===== src/rtl/core/bti_pkg.sv =====
// Shared types and constants of the bilinear table interpolator.
`timescale 1ns / 1ps
package bti_pkg;

  localparam int WORD_W   = 32;
  localparam int PORT_IDX_W = 5;
  localparam int CFG_W    = 5;
  localparam int QUO_W    = 16;
  localparam int FRAC_W   = QUO_W + 1;
  localparam int DIV_W    = WORD_W + 1;
  localparam int CORN_W   = WORD_W + QUO_W + 1;
  localparam int MUL_A_W  = CORN_W + 1;
  localparam int MUL_P_W  = MUL_A_W + FRAC_W;

  localparam logic [FRAC_W-1:0] FRAC_ONE = FRAC_W'(1) << QUO_W;

  localparam logic CMD_WRITE = 1'b0;
  localparam logic CMD_QUERY = 1'b1;

  typedef enum logic [1:0] {
    MUL_C1 = 2'd0,
    MUL_C2 = 2'd1,
    MUL_S  = 2'd2
  } mul_sel_e;

  typedef enum logic [7:0] {
    S_IDLE   = 8'b0000_0001,
    S_CLAMP  = 8'b0000_0010,
    S_SRCH   = 8'b0000_0100,
    S_EDGE   = 8'b0000_1000,
    S_DIV    = 8'b0001_0000,
    S_CORNER = 8'b0010_0000,
    S_MUL    = 8'b0100_0000,
    S_FIN    = 8'b1000_0000
  } state_e;

  typedef struct packed {
    logic start;
    logic done;
  } unit_ctl_t;

endpackage


===== src/rtl/core/bti_multiplier.sv =====
// Shift-add multiplier: signed multiplicand by unsigned Q1.16 weight, one bit per cycle.
`timescale 1ns / 1ps
module bti_multiplier (
  input  logic                               clk_i,
  input  logic                               rst_ni,
  input  logic                               start_i,
  input  logic signed [bti_pkg::MUL_A_W-1:0] a_i,
  input  logic [bti_pkg::FRAC_W-1:0]         b_i,
  output logic                               done_o,
  output logic signed [bti_pkg::MUL_P_W-1:0] prod_o
);
  import bti_pkg::*;

  localparam int CNT_W = $clog2(FRAC_W + 1);

  logic signed [MUL_P_W-1:0] acc_q, mcand_q;
  logic [FRAC_W-1:0]         mplier_q;
  logic [CNT_W-1:0]          cnt_q;
  logic                      busy_q, done_q;

  always_ff @(posedge clk_i or negedge rst_ni) begin
    if (!rst_ni) begin
      busy_q <= 1'b0;
      done_q <= 1'b0;
      cnt_q  <= '0;
    end else begin
      done_q <= 1'b0;
      if (start_i) begin
        busy_q <= 1'b1;
        cnt_q  <= CNT_W'(FRAC_W);
      end else if (busy_q) begin
        cnt_q <= cnt_q - 1'b1;
        if (cnt_q == CNT_W'(1)) begin
          busy_q <= 1'b0;
          done_q <= 1'b1;
        end
      end
    end
  end

  always_ff @(posedge clk_i) begin
    if (start_i) begin
      acc_q    <= '0;
      mcand_q  <= MUL_P_W'(a_i);
      mplier_q <= b_i;
    end else if (busy_q) begin
      if (mplier_q[0]) begin
        acc_q <= acc_q + mcand_q;
      end
      mcand_q  <= mcand_q <<< 1;
      mplier_q <= mplier_q >> 1;
    end
  end

  assign done_o = done_q;
  assign prod_o = acc_q;

endmodule


===== config.mk =====
export PLATFORM = sky130hd
export DESIGN_NAME = bti_multiplier
export DESIGN_NICKNAME = d
export VERILOG_FILES = /design/src/rtl/core/bti_pkg.sv /design/src/rtl/core/bti_multiplier.sv
export SDC_FILE = /design/constraint.sdc
export NUM_CORES = 1
export LEC_CHECK = 0
export BUFFER_PORTS_ARGS = -buffer_cell sky130_fd_sc_hd__buf_2
export CAP_MARGIN = 25
export CORE_AREA = 2 2 152 154
export DETAILED_ROUTE_END_ITERATION = 12
export DIE_AREA = 0 0 154 156
export PLACE_DENSITY = 0.69
export SLEW_MARGIN = 40
export SYNTH_ARGS = -nofsm -noshare
export SYNTH_HDL_FRONTEND = slang
export SYNTH_SLANG_ARGS = --single-unit

===== constraint.sdc =====
create_clock -name clk_i -period 2.92 [get_ports clk_i]
set_clock_uncertainty 0.05 [all_clocks]
set_input_delay 0.584 -clock clk_i [delete_from_list [all_inputs] [get_ports clk_i]]
set_output_delay 0.584 -clock clk_i [all_outputs]
set_load 0.01 [all_outputs]

## Yosys cells after proc, flatten, opt, wreduce, memory -nomap -nowiden

Cells that the tools add are included.

- Output and inout port bits: 68
- Bits in registers: 158
- Word-level logic and storage cells: 23
- Input port bits: 70

- $add $sub $neg: 2
- Reductions and logical operators: 2
- Mux-type cells: 12
- Equal/unequal tests: 1

Operator list:

| operator | count |
|---|---|
| $mux 67 | 2 |
| $add 67x67->67 | 1 |
| $mux 17 | 2 |
| $mux 5 | 2 |
| $mux 1 | 6 |
| $eq 5x1->1 const B | 1 |
| $sub 5x1->5 const B | 1 |
| $reduce_and 2->1 | 1 |
| $reduce_bool 2->1 | 1 |

## Logic depth before layout (Yosys ltp)

- Word-level depth: 4
- Gate-level depth with buffers: 13
- Mapped depth without buffers: 13

## Worst setup path after synthesis

No wires, ideal clock.

- Kind: register -> register
- Start: register acc_q[0], in the netlist prod_o[0]
- End: register acc_q[62], in the netlist prod_o[62]
- Library setup time: 0.120 ns
- Stages on the path, launching flop included: 14
- Arrival: 2.771 ns
- Buffers on the path: 0
- Clock period less this slack: 2.941 ns
- Data required time: 2.750 ns
- Path slack: -0.021 ns
- Cell sequence: dfxtp_1 -> ha_1 -> inv_1 -> fa_1 -> nor2b_1 -> o2111ai_1 -> a21oi_1 -> o2111a_1 -> o211a_1 -> or2_4 -> a31oi_4 -> o31ai_2 -> nor2_1 -> a211o_2

- Longest elaborated chain between the ends: 1

Ends and longest elaborated chain:

| what | line | source |
|---|---|---|
| from (decl) | bti_multiplier.sv:16 | `logic signed [MUL_P_W-1:0] acc_q, mcand_q;` |
| from (signal assigned) | bti_multiplier.sv:48 | `acc_q <= acc_q + mcand_q;` |
| $add 67x67->67 | bti_multiplier.sv:48 |  |

No other way between the ends.
A chain may end at the register's enable or synchronous reset.

## Worst setup path after layout

- Start: register mcand_q[9]
- End: register acc_q[58], in the netlist prod_o[58]

- Longest elaborated chain between the ends: 1

Ends and longest elaborated chain:

| what | line | source |
|---|---|---|
| from (decl) | bti_multiplier.sv:16 |  |
| from (signal assigned) | bti_multiplier.sv:44 | `mcand_q <= MUL_P_W'(a_i);` |
| from (signal assigned) | bti_multiplier.sv:50 | `mcand_q <= mcand_q <<< 1;` |
| $add 67x67->67 | bti_multiplier.sv:48 |  |

No other way between the ends.

==> impl_metrics.json <==
{
  "dp_cells": 1589,
  "vdd_drop_max_v": 0.000667,
  "ff2ff_path_depth": 10,
  "setup_violations": 12,
  "clkTransAtPathRegs_ns": 0.07,
  "yosysWarnings": 0,
  "hold_end": "mplier_q[16]",
  "hp-start": "b_i[16]",
  "syn_area_per_cell_um2": 9.21,
  "multiInputGateArea_um2": 6130,
  "syn_to_final_growth_pct": 31.1,
  "nFillCells": 1934,
  "timing.hold.ws_ns": 0.376,
  "final_common_cell": "buf_4",
  "hold_viol": 0,
  "hpwl_um": 20600,
  "cts_tree": "built",
  "startpoint_type": "flop",
  "routed_wl_um": 28600,
  "synth_area_leader_cell": "edfxtp_1",
  "num_antenna_cells": 0,
  "io_buffers": 137,
  "power.total_uw": 14600,
  "cts_buffers": 17,
  "synth-seq-cells": 158,
  "dieArea_um2": 24000,
  "wire_per_inst_um": 17.5,
  "max_freq_mhz": 324,
  "synth_top_area_share_pct": 25.0,
  "timing.rr.start": "mcand_q[9]",
  "min_period_ns": 3.09,
  "synthArstFlopShare_pct": 4.43,
  "crit_arrival_ns": 3.36,
  "seqPwrFrac_pct": 25.4,
  "fin_cells": 1640,
  "p_sw_share_pct": 42.1,
  "r2r_setup_slack_ns": -0.17,
  "p_sw_uw": 6160,
  "path_class": "reg -> reg",
  "start_util_pct": 45.1,
  "grt_pass1_wl_um": 45200,
  "grt.total_usage_pct": 23.4,
  "drv_slew": 0,
  "first_pass_iters": 5,
  "synth-edff-count": 84,
  "grt_pass1_vias": 9038,
  "critPathRequiredTime_ns": 3.19,
  "overflow": 0,
  "fp.coreArea_um2": 22400,
  "clkLatencyLatePin_ns": 0.44,
  "ant_nets": 0,
  "grt_max_degree": 54,
  "ys_seq_area_share_pct": 40.0,
  "status": "complete, but fails checks",
  "cts_htree_levels": 4,
  "netlist_instances": 1095,
  "final_cell_mix": "buf_4 (155), buf_2 (136), nand2_1 (123), a21oi_1 (100), edfxtp_1 (84)",
  "hold_depth": 2,
  "critPathMaxFanout": 4,
  "p_int_uw": 8460,
  "slew-limit-headroom_pct": 61.2,
  "yosysUniqueCellTypes": 76,
  "die_h_um": 156,
  "p_per_area_nw_per_um2": 1110,
  "drv_cap": 0,
  "combPwrFrac_pct": 58.4,
  "cp-end-kind": "flop",
  "violations": "setup timing",
  "clock-sinks": 158,
  "drive_gt1_share_pct": 36.3,
  "antenna_found_initial": 1,
  "final_nets": 1481,
  "vias": 9212,
  "num_io_pins": 138,
  "worst_slack_ns": -0.168,
  "row_count": 55,
  "synthTopCellsByArea": "edfxtp_1 (25%), dfxtp_1 (13%), ha_1 (8.4%)",
  "synth_area_um2": 10100,
  "clk_path_buf_depth": 2,
  "seqCellArea_um2": 4040,
  "p_leak_uw": 0.00589,
  "worstMarginPinSlew_ns": 0.582,
  "timing.rr.end": "prod_o[58]",
  "cts_root_buf": "clkbuf_16",
  "rsz0062_at_grt": "true",
  "syn_nets": 1234,
  "period_share_pct": 106,
  "synthFlopType": "edfxtp_1",
  "die_w_um": 154,
  "clkPwrFrac_pct": 16.2,
  "min_path_type": "in -> reg",
  "route.detailed.drc": 0,
  "vias_per_cell": 5.62,
  "drtIter0Drc": 665,
  "gp_congestion": 0.935
}
==> worst max-delay path, stage by stage, from the launching register on <==
cell and delay, ns:
edfxtp_1 0.43, ha_4 0.24, a21o_1 0.17, o21bai_4 0.17, a221o_1 0.35, o2111a_1 0.28
o211a_1 0.28, or2_4 0.29, a31oi_4 0.27, o31ai_4 0.10, a221o_2 0.34
==> synthesized netlist by cell type (6+ instances only) <==
cell type	n
a211oi_1	9
a21o_1	40
a21oi_1	122
a31oi_1	6
and2_1	6
and3_1	9
clkbuf_1	62
dfrtp_1	7
dfxtp_1	67
edfxtp_1	84
ha_1	68
inv_1	39
mux2_2	63
nand2_1	124
nand2b_1	9
nand3_1	20
nand3b_1	7
nand4_1	31
nor2_1	58
nor2b_1	6
nor3_1	12
o211ai_1	8
o21ai_0	79
o21bai_1	20
or3_1	6
xnor2_1	27
xor2_1	21
==> logic make-up after synthesis <==
family	count (synthesis)	share of synthesized area (%)
AND/OR/NAND/NOR	312	15.0
AO/OA/AOI/OAI	334	20.7
buffers and inverters	109	4.21
multiplexers	65	7.23
adder cells (fa/ha/maj)	69	8.64
flip-flops	158	40.0
XOR/XNOR	48	4.17
==> sequential cells by signal, summed over array words and instances, names as in the netlist <==
register  flops
done_o        1
prod_o       67
mcand_q      67
busy_q        1
cnt_q         5
mplier_q     17
==> timing repair <==
item                                   CTS  global route
pin swaps                               23            42
hold buffers                             1             0
setup buffers                            9            11
gates resized for setup                 32            76
setup endpoints to repair               30            32
endpoints found under the hold margin    7             0
==> worst max-delay path by stage <==
stage           startpoint    endpoint  slack, ns  cells past startpoint
4_1_cts         mcand_q[9]  prod_o[58]      -0.14                     10
3_3_place_gp   mcand_q[10]  prod_o[52]      -0.16                     10
6_report        mcand_q[9]  prod_o[58]      -0.17                     10
2_1_floorplan    prod_o[0]  prod_o[62]      -0.02                     13
5_1_grt         mcand_q[9]  prod_o[58]      -0.27                     10
3_5_place_dp    mcand_q[0]  prod_o[64]      -0.30                     14
==> through the flow <==
stage / cell area [um2] / utilization, % / setup TNS, ns / setup slack (ns)
after floorplan: 10100 / - / -0.0353 / -0.0209
after global placement: 11900 / 53.4 / -1.59 / -0.164
after detailed placement: 11900 / 53.4 / -3.32 / -0.296
after CTS: 12800 / 57.3 / -1.06 / -0.136
after global routing: 13200 / 59.1 / -3.01 / -0.269
final: 13200 / 59.1 / -1.29 / -0.168
==> power groups by stage <==
stage | logic, uW | registers [uW] | clock network, uW
floorplan | 4600 | 3740 | 0
global placement | 7540 | 3670 | 0
detailed placement | 7610 | 3690 | 0
CTS | 7940 | 3680 | 2400
global route | 9350 | 3800 | 2490
finish | 8540 | 3710 | 2370
==> final cells by class <==
type / count / area share (%)
Clock buffer: 18 / 3.25
Sequential cell: 158 / 30.5
Multi-Input combinational cell: 828 / 46.4
Clock inverter: 14 / 1.35
Timing Repair Buffer: 298 / 14.7
Inverter: 39 / 1.11
Tap cell: 285 / 2.70
==> layer usage <==
metal	track usage, %	wire, um
met3	4.47	1480
met1	29.9	12600
met5	0	0
met4	6.41	422
met2	40.5	14100
(Power assumes the default switching activity.)
