File: src/rtl/core/bti_pkg.sv
// Shared types and constants of the bilinear table interpolator.
`timescale 1ns / 1ps
package bti_pkg;

  localparam int WORD_W   = 32;
  localparam int PORT_IDX_W = 5;
  localparam int CFG_W    = 5;
  localparam int QUO_W    = 16;
  localparam int FRAC_W   = QUO_W + 1;
  localparam int DIV_W    = WORD_W + 1;
  localparam int CORN_W   = WORD_W + QUO_W + 1;
  localparam int MUL_A_W  = CORN_W + 1;
  localparam int MUL_P_W  = MUL_A_W + FRAC_W;

  localparam logic [FRAC_W-1:0] FRAC_ONE = FRAC_W'(1) << QUO_W;

  localparam logic CMD_WRITE = 1'b0;
  localparam logic CMD_QUERY = 1'b1;

  typedef enum logic [1:0] {
    MUL_C1 = 2'd0,
    MUL_C2 = 2'd1,
    MUL_S  = 2'd2
  } mul_sel_e;

  typedef enum logic [7:0] {
    S_IDLE   = 8'b0000_0001,
    S_CLAMP  = 8'b0000_0010,
    S_SRCH   = 8'b0000_0100,
    S_EDGE   = 8'b0000_1000,
    S_DIV    = 8'b0001_0000,
    S_CORNER = 8'b0010_0000,
    S_MUL    = 8'b0100_0000,
    S_FIN    = 8'b1000_0000
  } state_e;

  typedef struct packed {
    logic start;
    logic done;
  } unit_ctl_t;

endpackage

File: src/rtl/core/bti_divider.sv
// Restoring divider, one quotient bit per cycle, for the Q0.16 axis fraction.
`timescale 1ns / 1ps
module bti_divider (
  input  logic                       clk_i,
  input  logic                       rst_ni,
  input  logic                       start_i,
  input  logic [bti_pkg::DIV_W-1:0]  num_i,
  input  logic [bti_pkg::DIV_W-1:0]  den_i,
  output logic                       done_o,
  output logic [bti_pkg::QUO_W-1:0]  quo_o
);
  import bti_pkg::*;

  localparam int CNT_W = $clog2(QUO_W + 1);

  logic [DIV_W-1:0] rem_q, rem_d, den_q;
  logic [QUO_W-1:0] quo_q, quo_d;
  logic [CNT_W-1:0] cnt_q;
  logic             busy_q, done_q;
  logic [DIV_W:0]   r2;
  logic [DIV_W:0]   diff;

  assign r2   = {rem_q, 1'b0};
  assign diff = r2 - {1'b0, den_q};

  always_comb begin
    if (r2 >= {1'b0, den_q}) begin
      rem_d = diff[DIV_W-1:0];
      quo_d = {quo_q[QUO_W-2:0], 1'b1};
    end else begin
      rem_d = r2[DIV_W-1:0];
      quo_d = {quo_q[QUO_W-2:0], 1'b0};
    end
  end

  always_ff @(posedge clk_i or negedge rst_ni) begin
    if (!rst_ni) begin
      busy_q <= 1'b0;
      done_q <= 1'b0;
      cnt_q  <= '0;
    end else begin
      done_q <= 1'b0;
      if (start_i) begin
        busy_q <= 1'b1;
        cnt_q  <= CNT_W'(QUO_W);
      end else if (busy_q) begin
        cnt_q <= cnt_q - 1'b1;
        if (cnt_q == CNT_W'(1)) begin
          busy_q <= 1'b0;
          done_q <= 1'b1;
        end
      end
    end
  end

  always_ff @(posedge clk_i) begin
    if (start_i) begin
      rem_q <= num_i;
      den_q <= den_i;
      quo_q <= '0;
    end else if (busy_q) begin
      rem_q <= rem_d;
      quo_q <= quo_d;
    end
  end

  assign done_o = done_q;
  assign quo_o  = quo_q;

endmodule

File: config.mk
export PLATFORM = sky130hd
export DESIGN_NAME = bti_divider
export DESIGN_NICKNAME = d
export VERILOG_FILES = /design/src/rtl/core/bti_pkg.sv /design/src/rtl/core/bti_divider.sv
export SDC_FILE = /design/constraint.sdc
export NUM_CORES = 1
export LEC_CHECK = 0
export BUFFER_PORTS_ARGS = -buffer_cell sky130_fd_sc_hd__buf_2
export CORE_MARGIN = 8
export CORE_UTILIZATION = 56
export CTS_CLUSTER_SIZE = 12
export DETAILED_ROUTE_END_ITERATION = 8
export GPL_TIMING_DRIVEN = 1
export PLACE_DENSITY_LB_ADDON = 0.08
export RECOVER_POWER = 50
export SYNTH_ARGS = -nofsm -noshare
export SYNTH_HDL_FRONTEND = slang
export SYNTH_SLANG_ARGS = --single-unit
File: constraint.sdc
create_clock -name clk_i -period 7.4 [get_ports clk_i]
set_input_delay 1.11 -clock clk_i [delete_from_list [all_inputs] [get_ports clk_i]]
set_output_delay 1.11 -clock clk_i [all_outputs]
set_load 0.01 [all_outputs]
# == Word-level counts from Yosys, hierarchy flattened ==
# Cells that the tools add are included.
# word_totals
register_bits,89
inputBits,69
output_inout_bits,17
wordCells,23
# classes
addsub,2
magnitude_cmp,1
n_eq_ne,1
muxes,12
reduce_logical,1
# op_table
operator,count
$mux 33,3
$ge 34x33->1,1
$sub 33x33->33,1
$mux 5,2
$mux 1,7
$eq 5x1->1 const B,1
$sub 5x1->5 const B,1
$reduce_bool 2->1,1

# == Logic depth before layout (Yosys ltp) ==
# Gate-level depths: netlist (run 1).
# depth
depth_word,4
ltp_mapped,13
ltp_nobuf,11

# == Worst setup path after synthesis (run 1) ==
# OpenSTA, ideal clock, no wires.
# synth_timing
path_kind,flip-flop to flip-flop
from,register rem_q[18]
to,"register rem_q[30], data pin"
setup_time_ns,0.270
arrival_ns,2.491
required_ns,7.130
slack_ns,4.640
stages_incl_launch_ff,13
n_path_buf,3
synth_period_minus_slack_ns,2.760
path_cell_list,edfxtp_1 > ha_1 > buf_2 > a21o_1 > a221o_1 > a221oi_1 > o211ai_1 > a21oi_2 > buf_4 > buf_6 > nor2_1 > a211oi_1 > o32ai_1
# synth_via
elab_chain_cells,4
word_cells_on_any_way,5
cone_classes,1 x add/sub; 1 x order compare; 3 x mux
# synth_rtl
element,line_no,rtl
from (decl),bti_divider.sv:16,"logic [DIV_W-1:0] rem_q, rem_d, den_q;"
from (signal assigned),bti_divider.sv:58,rem_q <= num_i;
from (signal assigned),bti_divider.sv:62,rem_q <= rem_d;
$sub 33x33->33 / $ge 34x33->1 (equally long branches),"bti_divider.sv:24, bti_divider.sv:27",
$mux 33 *,bti_divider.sv:27,"if (r2 >= {1'b0, den_q}) begin"
$mux 33 *,bti_divider.sv:61,end else if (busy_q) begin
$mux 33 *,bti_divider.sv:57,if (start_i) begin
# Mark *: on every way between the ends. The rest lies on a longest branch, timed or not. The select of a mux whose other input is x is not followed.
# A chain may end at the register's enable or synchronous reset.

# == Worst setup path in the final report (run 1) ==
# layout_timing
from,input start_i
to,"register rem_q[18], data pin"
# layout_via
elab_chain_cells,1
# layout_rtl
element,line_no,rtl
from (decl),bti_divider.sv:6,"input logic start_i,"
$mux 33,bti_divider.sv:57,
# Every way passes these cells.

==> results_dict.tcl, run 1 <==
set metrics [dict create \
    total_leakage_power_nw 2.80 \
    cts_max_level 3 \
    finalHoldViolCount 0 \
    dpl_worst_slack_ns 3.70 \
    start_util_pct 57.5 \
    path_clk_slew_ns 0.10 \
    grtUsageTotal_pct 19.0 \
    timing.rr.start "rem_q[18]$_DFFE_PP_" \
    yosysSeqAreaShare_pct 41.9 \
    fin_worst_skew_ns 0.0136 \
    drv_slew 34 \
    hold_class "register to register" \
    grt_antenna_before_repair 0 \
    finalWirelength_um 13100 \
    cts_tree "built" \
    drtPass1Iterations 5 \
    rsz0062_at_grt "no" \
    powerDensity_nw_per_um2 387 \
    period_minus_slack_ns 3.89 \
    syn-num-nets 714 \
    n_fill_cell 922 \
    io-pin-count 86 \
    synthCells 609 \
    hold_slack_ns 0.517 \
    fin_crit_sh_pct 52.6 \
    hpwl_um 9410 \
    cp-end-kind "register" \
    ir_drop_mv 0.241 \
    fin_util_pct 62.1 \
    num_rows 37 \
    syn_avg_cell_area_sq_um 9.70 \
    post-route-worst-setup-slack_ns 3.51 \
    tightest_slew_ns 1.53 \
    die_y_um 119 \
    syn-cell-area_sq_um 5910 \
    critPathKind "primary input to register" \
    numCtsBuffers 9 \
    core-area_sq_um 10300 \
    drive_above_1_share_pct 16.5 \
    final_nets 765 \
    ctsHoldBuffers 0 \
    cp_data_arrival_time_ns 4.02 \
    critical_path.startpoint "start_i" \
    cts_resized 0 \
    cts.path.max_buffers 2 \
    postCtsSetupBuffers 0 \
    grt_pass1_wl_um 22100 \
    gp_congestion 0.874 \
    synth_cell_types 77 \
    synth-warning-count 0 \
    synth.top_cells.by_area "edfxtp_1 34%, ha_1 7.4%, dfxtp_1 5.4%" \
    max_freq_mhz 257 \
    setup_violations 0 \
    critPathRequiredTime_ns 7.53 \
    cts_sinks 89 \
    synth_edf_count 66 \
    place_inst 785 \
    viasPerCell 5.82 \
    drt_iter0_drc 373 \
    final-instance-count-excl-fill 801 \
    fin_setup_tns_ns 0 \
    crit_fanout 65 \
    synth_top_cell_area_share_pct 33.5 \
    clock_latency_ns 0.39 \
    antennaDiodeCount 0 \
    async_reset_ff_share_pct 7.87 \
    routedWlPerCell_um 16.4 \
    grt_max_degree 66 \
    num_vias 4658 \
    yosysTopAreaCell "edfxtp_1" \
    io_buffers 85 \
    antenna_left 0 \
    hp-start "quo_o[15]$_SDFFE_PP0P_" \
    die_w_um 119 \
    ys.flop_type "edfxtp_1" \
    status "complete, but fails checks" \
    area_delta_synth_final_pct 8.07 \
    grt_overflow 0 \
    grt_pass1_vias 4554 \
    startpoint_type "primary input" \
    drc 0 \
    violations "max-capacitance violations, max-slew violations" \
    slew-limit-headroom_pct -1.75 \
    dieArea_sq_um 14100 \
    ys_seq_elements 89 \
    drv_cap 1 \
    root_buffer "clkbuf_8" \
]
critical path, stage by stage:
cell,delay (ns)
clkbuf_1,1.08
buf_4,0.76
inv_2,0.50
and3_1,0.29
a221o_1,0.26
flip-flops by register name (all words and copies together), names as in the netlist:
| name | flops |
|---|---|
| den_q | 33 |
| rem_q | 33 |
| quo_o | 16 |
| cnt_q | 5 |
| busy_q | 1 |
| done_o | 1 |
kinds of logic after synthesis:
family | after synthesis | synth area share (%)
simple gates | 183 | 15.3
fa+ha+maj | 36 | 7.75
flops | 89 | 41.9
compound gates | 162 | 19.5
buf+inv | 93 | 8.17
xor+xnor | 23 | 3.41
mux | 23 | 3.96
routing by layer:
layer | vias up | wire length [um] | global-route usage, %
met5 | - | 0 | 0
met4 | 0 | 123 | 4.58
met3 | 8 | 847 | 5.33
met2 | 152 | 5890 | 29.1
met1 | 2188 | 6270 | 26.1
li1 | 2310 | - | -
through the flow:
step                cell area (sq um)  power [mW]
global route                     6390        2.67
floorplan                        5910        1.89
detailed placement               6220        2.13
global placement                 6220        2.10
CTS                              6410        2.48
finish                           6390        2.47
cell type report:
cell class	instances	area, sq um	area share [%]
clock buffers	11	153	2.39
clock inverters	5	41.3	0.647
inverters	46	173	2.70
multi-input cells	427	2960	46.3
flip-flops and latches	89	2480	38.8
well taps	136	170	2.66
repair buffers	87	415	6.50
power breakdown:
part	total [mW]	switching [mW]	leakage [nW]	internal, mW
sequential	0.774	0.0786	0.883	0.695
combinational	1.36	0.790	1.82	0.570
clock	0.338	0.190	0.100	0.147
layout by cell type, fill, tap and decap left out, types with 4 or more instances in the layout:
master,count
a211oi_1,12
a21o_1,15
a21oi_1,33
a221o_1,5
a31oi_1,8
and2_1,4
and3_1,5
buf_2,65
clkbuf_1,21
clkbuf_8,9
dfrtp_1,7
dfxtp_1,16
edfxtp_1,66
ha_1,35
inv_1,45
mux2i_1,20
nand2_1,53
nand3_1,12
nand4_1,4
nor2_1,57
nor2b_1,5
nor3_1,8
nor3b_1,7
o211ai_1,9
o21a_1,16
o21ai_0,22
or3_1,4
xnor2_1,10
xor2_1,13
Yosys cell counts, types with 7 or more instances:
master / instances
a21oi_1: 33
inv_1: 45
o21ai_0: 22
dfrtp_1: 7
a21o_1: 15
nand3_1: 12
mux2i_1: 20
o21a_1: 16
clkbuf_1: 14
ha_1: 35
nor2_1: 57
a211oi_1: 12
nor3_1: 8
a31oi_1: 8
nand2_1: 53
o211ai_1: 9
nor3b_1: 7
xor2_1: 13
xnor2_1: 10
buf_4: 17
buf_6: 7
edfxtp_1: 66
dfxtp_1: 16
worst paths after layout:
path | to | depth (start not counted) | slack [ns]
setup / recovery | rem_q[18]$_DFFE_PP_ | 5 | 3.51
hold / removal | quo_o[15]$_SDFFE_PP0P_ | 2 | 0.52
setup reg to reg | rem_q[31]$_DFFE_PP_ | 10 | 3.64
hold reg to reg | quo_o[15]$_SDFFE_PP0P_ | 2 | 0.52
max in group asynchronous | cnt_q[1]$_DFFE_PN0P_ | 1 | 6.52
min in group asynchronous | busy_q$_DFF_PN0_ | 1 | 0.60
Note: power is estimated with default switching activity, not from simulation.
==> run 2, diff against run 1 <==
Settings changed: CORE_UTILIZATION 56 to 53.
Clock period 7.4 ns to 3.24 ns, I/O delays scaled along.
==> run 2 against run 1 <==
Net effect:
- the run now ends clean
- utilization fell by 1.1 points
- setup slack got worse by 3.4 ns
- flip-flop and latch count did not move
- sequential power rose by 130%
- critical path type is now register to register
- critical endpoint is now rem_q[31]$_DFFE_PP_
- largest power group unchanged
==> results_dict.tcl, run 2 (synthesis gave the netlist of run 1 again) <==
set metrics [dict create \
    status "finished clean" \
    setup_violations 0 \
    fin_area_sq_um 6620 \
    viasPerCell 5.68 \
    grt_pass1_vias 4808 \
    final_cell_mix "83 x buf_2, 66 x edfxtp_1, 56 x nor2_1" \
    dieArea_sq_um 14800 \
    rsz0062_at_grt "no" \
    hold_class "primary input to register" \
    critPathKind "register to register" \
    drt_iter0_drc 292 \
    cp_slowest_cell "ha_1" \
    finalWirelength_um 13900 \
    cts_tree "built" \
    grt_pass1_wl_um 23000 \
    die_y_um 122 \
    grt_overflow 0 \
    path_cells "ha_1 -> a21o_1 -> a311o_1 -> a221oi_1 -> o211ai_1 -> a21oi_4 -> buf_4 -> mux2i_1 -> o21a_1 -> o221ai_1" \
    routedWlPerCell_um 16.8 \
    ir_drop_mv 0.536 \
    startpoint_type "register" \
    drive_above_1_share_pct 21.7 \
    grt_max_degree 38 \
    io_buffers 85 \
    start_util_pct 54.5 \
    drv_cap 0 \
    gp_congestion 0.893 \
    clock_latency_ns 0.39 \
    final_nets 786 \
    cp-end-kind "register" \
    cp_data_arrival_time_ns 3.25 \
    tightest_slew_ns 1.37 \
    cts.path.max_buffers 2 \
    fin_setup_tns_ns 0 \
    root_buffer "clkbuf_8" \
    crit_fanout 11 \
    numCtsBuffers 9 \
    total_leakage_power_nw 2.98 \
    drc 0 \
    period_minus_slack_ns 3.12 \
    antennaDiodeCount 0 \
    num_rows 38 \
    fin_crit_sh_pct 96.4 \
    area_delta_synth_final_pct 11.9 \
    max_freq_mhz 320 \
    hpwl_um 10200 \
    core-area_sq_um 10800 \
    max_stage_delay_ns 0.41 \
    grt_antenna_before_repair 0 \
    path_clk_slew_ns 0.10 \
    fin_util_pct 61.0 \
    drtPass1Iterations 7 \
    finalHoldViolCount 0 \
    cts_max_level 3 \
    n_fill_cell 945 \
    io-pin-count 86 \
    num_vias 4689 \
    critPathRequiredTime_ns 3.37 \
    layout_commonest_cell "buf_2" \
    fin_worst_skew_ns 0.00973 \
    antenna_left 0 \
    die_w_um 122 \
    drv_slew 0 \
    powerDensity_nw_per_um2 899 \
    power_mw 5.94 \
    cts_sinks 89 \
    slew-limit-headroom_pct 8.38 \
    grtUsageTotal_pct 19.3 \
    placed_area_sq_um 6340 \
]
==> run 2: repair_timing <==
item,CTS,global route
endpoints found under the hold margin,7,0
gates resized for setup,0,3
hold buffers,1,0
endpoints found under the setup margin,0,7
setup buffers,0,4
==> run 2: cell type report <==
cell class / instances / area (sq um) / area share (%)
Inverter: 46 / 173 / 2.61
Clock inverter: 4 / 35.0 / 0.530
Multi-Input combinational cell: 427 / 2980 / 45.0
Tap cell: 140 / 175 / 2.65
Clock buffer: 12 / 188 / 2.84
Timing Repair Buffer: 108 / 591 / 8.93
Sequential cell: 89 / 2480 / 37.5
==> run 2: stage by stage <==
step	hold slack, ns	std cells	worst slack (ns)
global route	0.241	826	0.0102
finish	0.267	826	0.116
floorplan	0.190	609	0.480
detailed placement	0.330	805	0.129
global placement	0.323	805	0.125
CTS	0.245	822	0.0919
==> run 2: worst paths after layout <==
kind / from / end / slack, ns / depth (start not counted)
min in group asynchronous: rst_ni / cnt_q[4]$_DFFE_PN0P_ / 0.52 / 2
min: den_i[30] / den_q[30]$_DFFE_PP_ / 0.27 / 1
max: rem_q[24]$_DFFE_PP_ / rem_q[31]$_DFFE_PP_ / 0.12 / 10
max reg2reg: rem_q[24]$_DFFE_PP_ / rem_q[31]$_DFFE_PP_ / 0.12 / 10
max in group asynchronous: rst_ni / cnt_q[1]$_DFFE_PN0P_ / 2.44 / 2
min reg2reg: quo_o[11]$_SDFFE_PP0P_ / quo_o[12]$_SDFFE_PP0P_ / 0.53 / 2
==> run 2: critical path, delay by kind of cell, from the launching register on <==
family | cells | cell delay, ns
compound gates | 7 | 1.58
fa+ha+maj | 1 | 0.41
flops | 1 | 0.40
buf+inv | 1 | 0.23
mux | 1 | 0.23
==> run 2: layer usage <==
layer / share of wire [%] / global-route usage (%) / vias to the layer above
met5: 0 / 0 / -
met4: 1.2 / 5.86 / 0
met3: 6.8 / 6.25 / 13
met2: 45 / 30.5 / 119
met1: 47 / 24.7 / 2204
li1: - / - / 2353
==> run 2: power by group <==
group	leakage (nW)	switching, mW	internal (mW)
logic	1.99	1.88	1.46
registers	0.883	0.171	1.59
clock network	0.114	0.441	0.403
total	2.98	2.49	3.45
==> run 3, diff against run 2 <==
Settings changed: CORE_UTILIZATION 53 to 54, CTS_BUF_LIST set to sky130_fd_sc_hd__clkbuf_2.
==> run 3 against run 2 <==
Net effect:
- the flow now finishes with violations (max-capacitance violations, max-slew violations)
- flip-flop and latch count unchanged
- non-clock buffer count grew 17
- combinational power about the same
- cell area increased by 1.9%
- setup slack lost 0.015 ns
- hold slack got worse by 0.20 ns
- critical endpoint unchanged
- largest power group unchanged
==> results_dict.tcl, run 3 (synthesis gave the netlist of run 1 again) <==
set metrics [dict create \
    status "complete, but fails checks" \
    violations "max-capacitance violations, max-slew violations" \
    ir_drop_mv 0.616 \
    drv_cap 1 \
    drt_iter0_drc 273 \
    grt_antenna_before_repair 0 \
    layout_commonest_cell "buf_2" \
    slew-limit-headroom_pct -20.5 \
    final-instance-count-excl-fill 843 \
    hp-start "den_i[17]" \
    period_minus_slack_ns 3.14 \
    grt_overflow 0 \
    place_inst 801 \
    finalWirelength_um 13600 \
    critPathKind "register to register" \
    r2r_setup_slack_ns 0.10 \
    antenna_left 0 \
    drc 0 \
    dpl_worst_slack_ns 0.147 \
    final_nets 803 \
    io-pin-count 86 \
    hpwl_um 9900 \
    holdPathStages 1 \
    r2r-end "rem_q[31]$_DFFE_PP_" \
    postCtsSetupBuffers 0 \
    numCtsBuffers 9 \
    grt_max_degree 42 \
    drtPass1Iterations 5 \
    gp_congestion 0.856 \
    clock_latency_ns 0.60 \
    cp_data_arrival_time_ns 3.53 \
    num_vias 4817 \
    fin_worst_skew_ns 0.0365 \
    area_delta_synth_final_pct 14.1 \
    hold_class "primary input to register" \
    drv_slew 38 \
    grt_pass1_vias 4845 \
    cts.path.max_buffers 2 \
    post-route-worst-setup-slack_ns 0.101 \
    root_buffer "clkbuf_2" \
    finalHoldViolCount 0 \
    n_fill_cell 946 \
    startpoint_type "register" \
    io_buffers 85 \
    timing.rr.start "rem_q[24]$_DFFE_PP_" \
    num_rows 38 \
    reg2regPathDepth 10 \
    path_clk_slew_ns 0.27 \
    start_util_pct 55.0 \
    core-area_sq_um 10700 \
    fin_crit_sh_pct 96.9 \
    total_leakage_power_nw 3.03 \
    routedWlPerCell_um 16.1 \
    max_freq_mhz 319 \
    critPathRequiredTime_ns 3.63 \
    dieArea_sq_um 14500 \
    cp-end-kind "register" \
    die_w_um 121 \
    cts_max_level 3 \
    min_to "den_q[17]$_DFFE_PP_" \
    cts_sinks 89 \
    setup_violations 0 \
    viasPerCell 5.71 \
    drive_above_1_share_pct 19.9 \
    tightest_slew_ns 1.81 \
    powerDensity_nw_per_um2 852 \
    antennaDiodeCount 0 \
    grtUsageTotal_pct 19.1 \
    cts_tree "built" \
    fin_util_pct 62.8 \
    crit_fanout 12 \
    die_y_um 121 \
    final_cell_mix "83 x buf_2, 66 x edfxtp_1, 57 x nor2_1" \
    grt_pass1_wl_um 22600 \
]
-- run 3: changes by cell type in the layout (fill, tap and decap cells not counted), sizes merged --
cell	change
dlygate4sd3	+25
buf	-8
bufinv	+2
clkbuf	-1
clkinv	-1
-- run 3: repair_timing --
action	in CTS	in global routing
endpoints found under the setup margin	0	3
hold buffers	23	3
hold endpoints to repair	29	3
resized for setup	0	2
-- run 3: area by class of cell --
| class | instances | area (sq um) | area share [%] |
|---|---|---|---|
| clock buffers | 11 | 55.1 | 0.816 |
| clock inverters | 5 | 86.3 | 1.28 |
| inverters | 46 | 173 | 2.56 |
| multi-input cells | 427 | 2970 | 44.1 |
| flip-flops and latches | 89 | 2480 | 36.7 |
| well taps | 140 | 175 | 2.60 |
| repair buffers | 125 | 806 | 11.9 |
-- run 3: worst max-delay path, stage by stage (launching register included) --
cell,delay [ns]
edfxtp_1,0.48
ha_1,0.41
a21o_1,0.24
a311o_1,0.36
a221oi_1,0.27
o211ai_1,0.20
a21oi_4,0.25
buf_4,0.25
mux2i_1,0.21
o21a_1,0.15
o221ai_1,0.11
-- run 3: per-layer routing --
layer | wire length (um) | global-route usage [%] | up-vias
li1 | - | - | 2383
met1 | 6260 | 24.8 | 2270
met2 | 6260 | 30.2 | 152
met3 | 873 | 5.45 | 12
met4 | 158 | 5.46 | 0
met5 | 0 | 0 | -
-- run 3: worst max path at each step --
stage / from / endpoint
floorplan: rem_q[18]$_DFFE_PP_ / rem_q[30]$_DFFE_PP_
global placement: rem_q[13]$_DFFE_PP_ / rem_q[29]$_DFFE_PP_
detailed placement: rem_q[24]$_DFFE_PP_ / rem_q[31]$_DFFE_PP_
CTS: rem_q[29]$_DFFE_PP_ / rem_q[31]$_DFFE_PP_
global route: rem_q[8]$_DFFE_PP_ / rem_q[31]$_DFFE_PP_
finish: rem_q[24]$_DFFE_PP_ / rem_q[31]$_DFFE_PP_
-- run 3: power by group --
part | internal, mW | total, mW | switching, mW
registers | 1.58 | 1.75 | 0.164
clock network | 0.271 | 0.680 | 0.409
logic | 1.44 | 3.32 | 1.87
total | 3.30 | 5.75 | 2.45
-- run 3: through the flow --
step / power (mW) / cell area (sq um) / hold WS, ns / setup TNS [ns]
finish: 5.75 / 6740 / 0.0714 / 0
global route: 6.20 / 6740 / 0.0105 / -0.00185
CTS: 5.72 / 6710 / 0.00101 / 0
detailed placement: 5.01 / 6340 / 0.323 / 0
global placement: 4.95 / 6340 / 0.323 / 0
floorplan: 4.32 / 5910 / 0.190 / 0
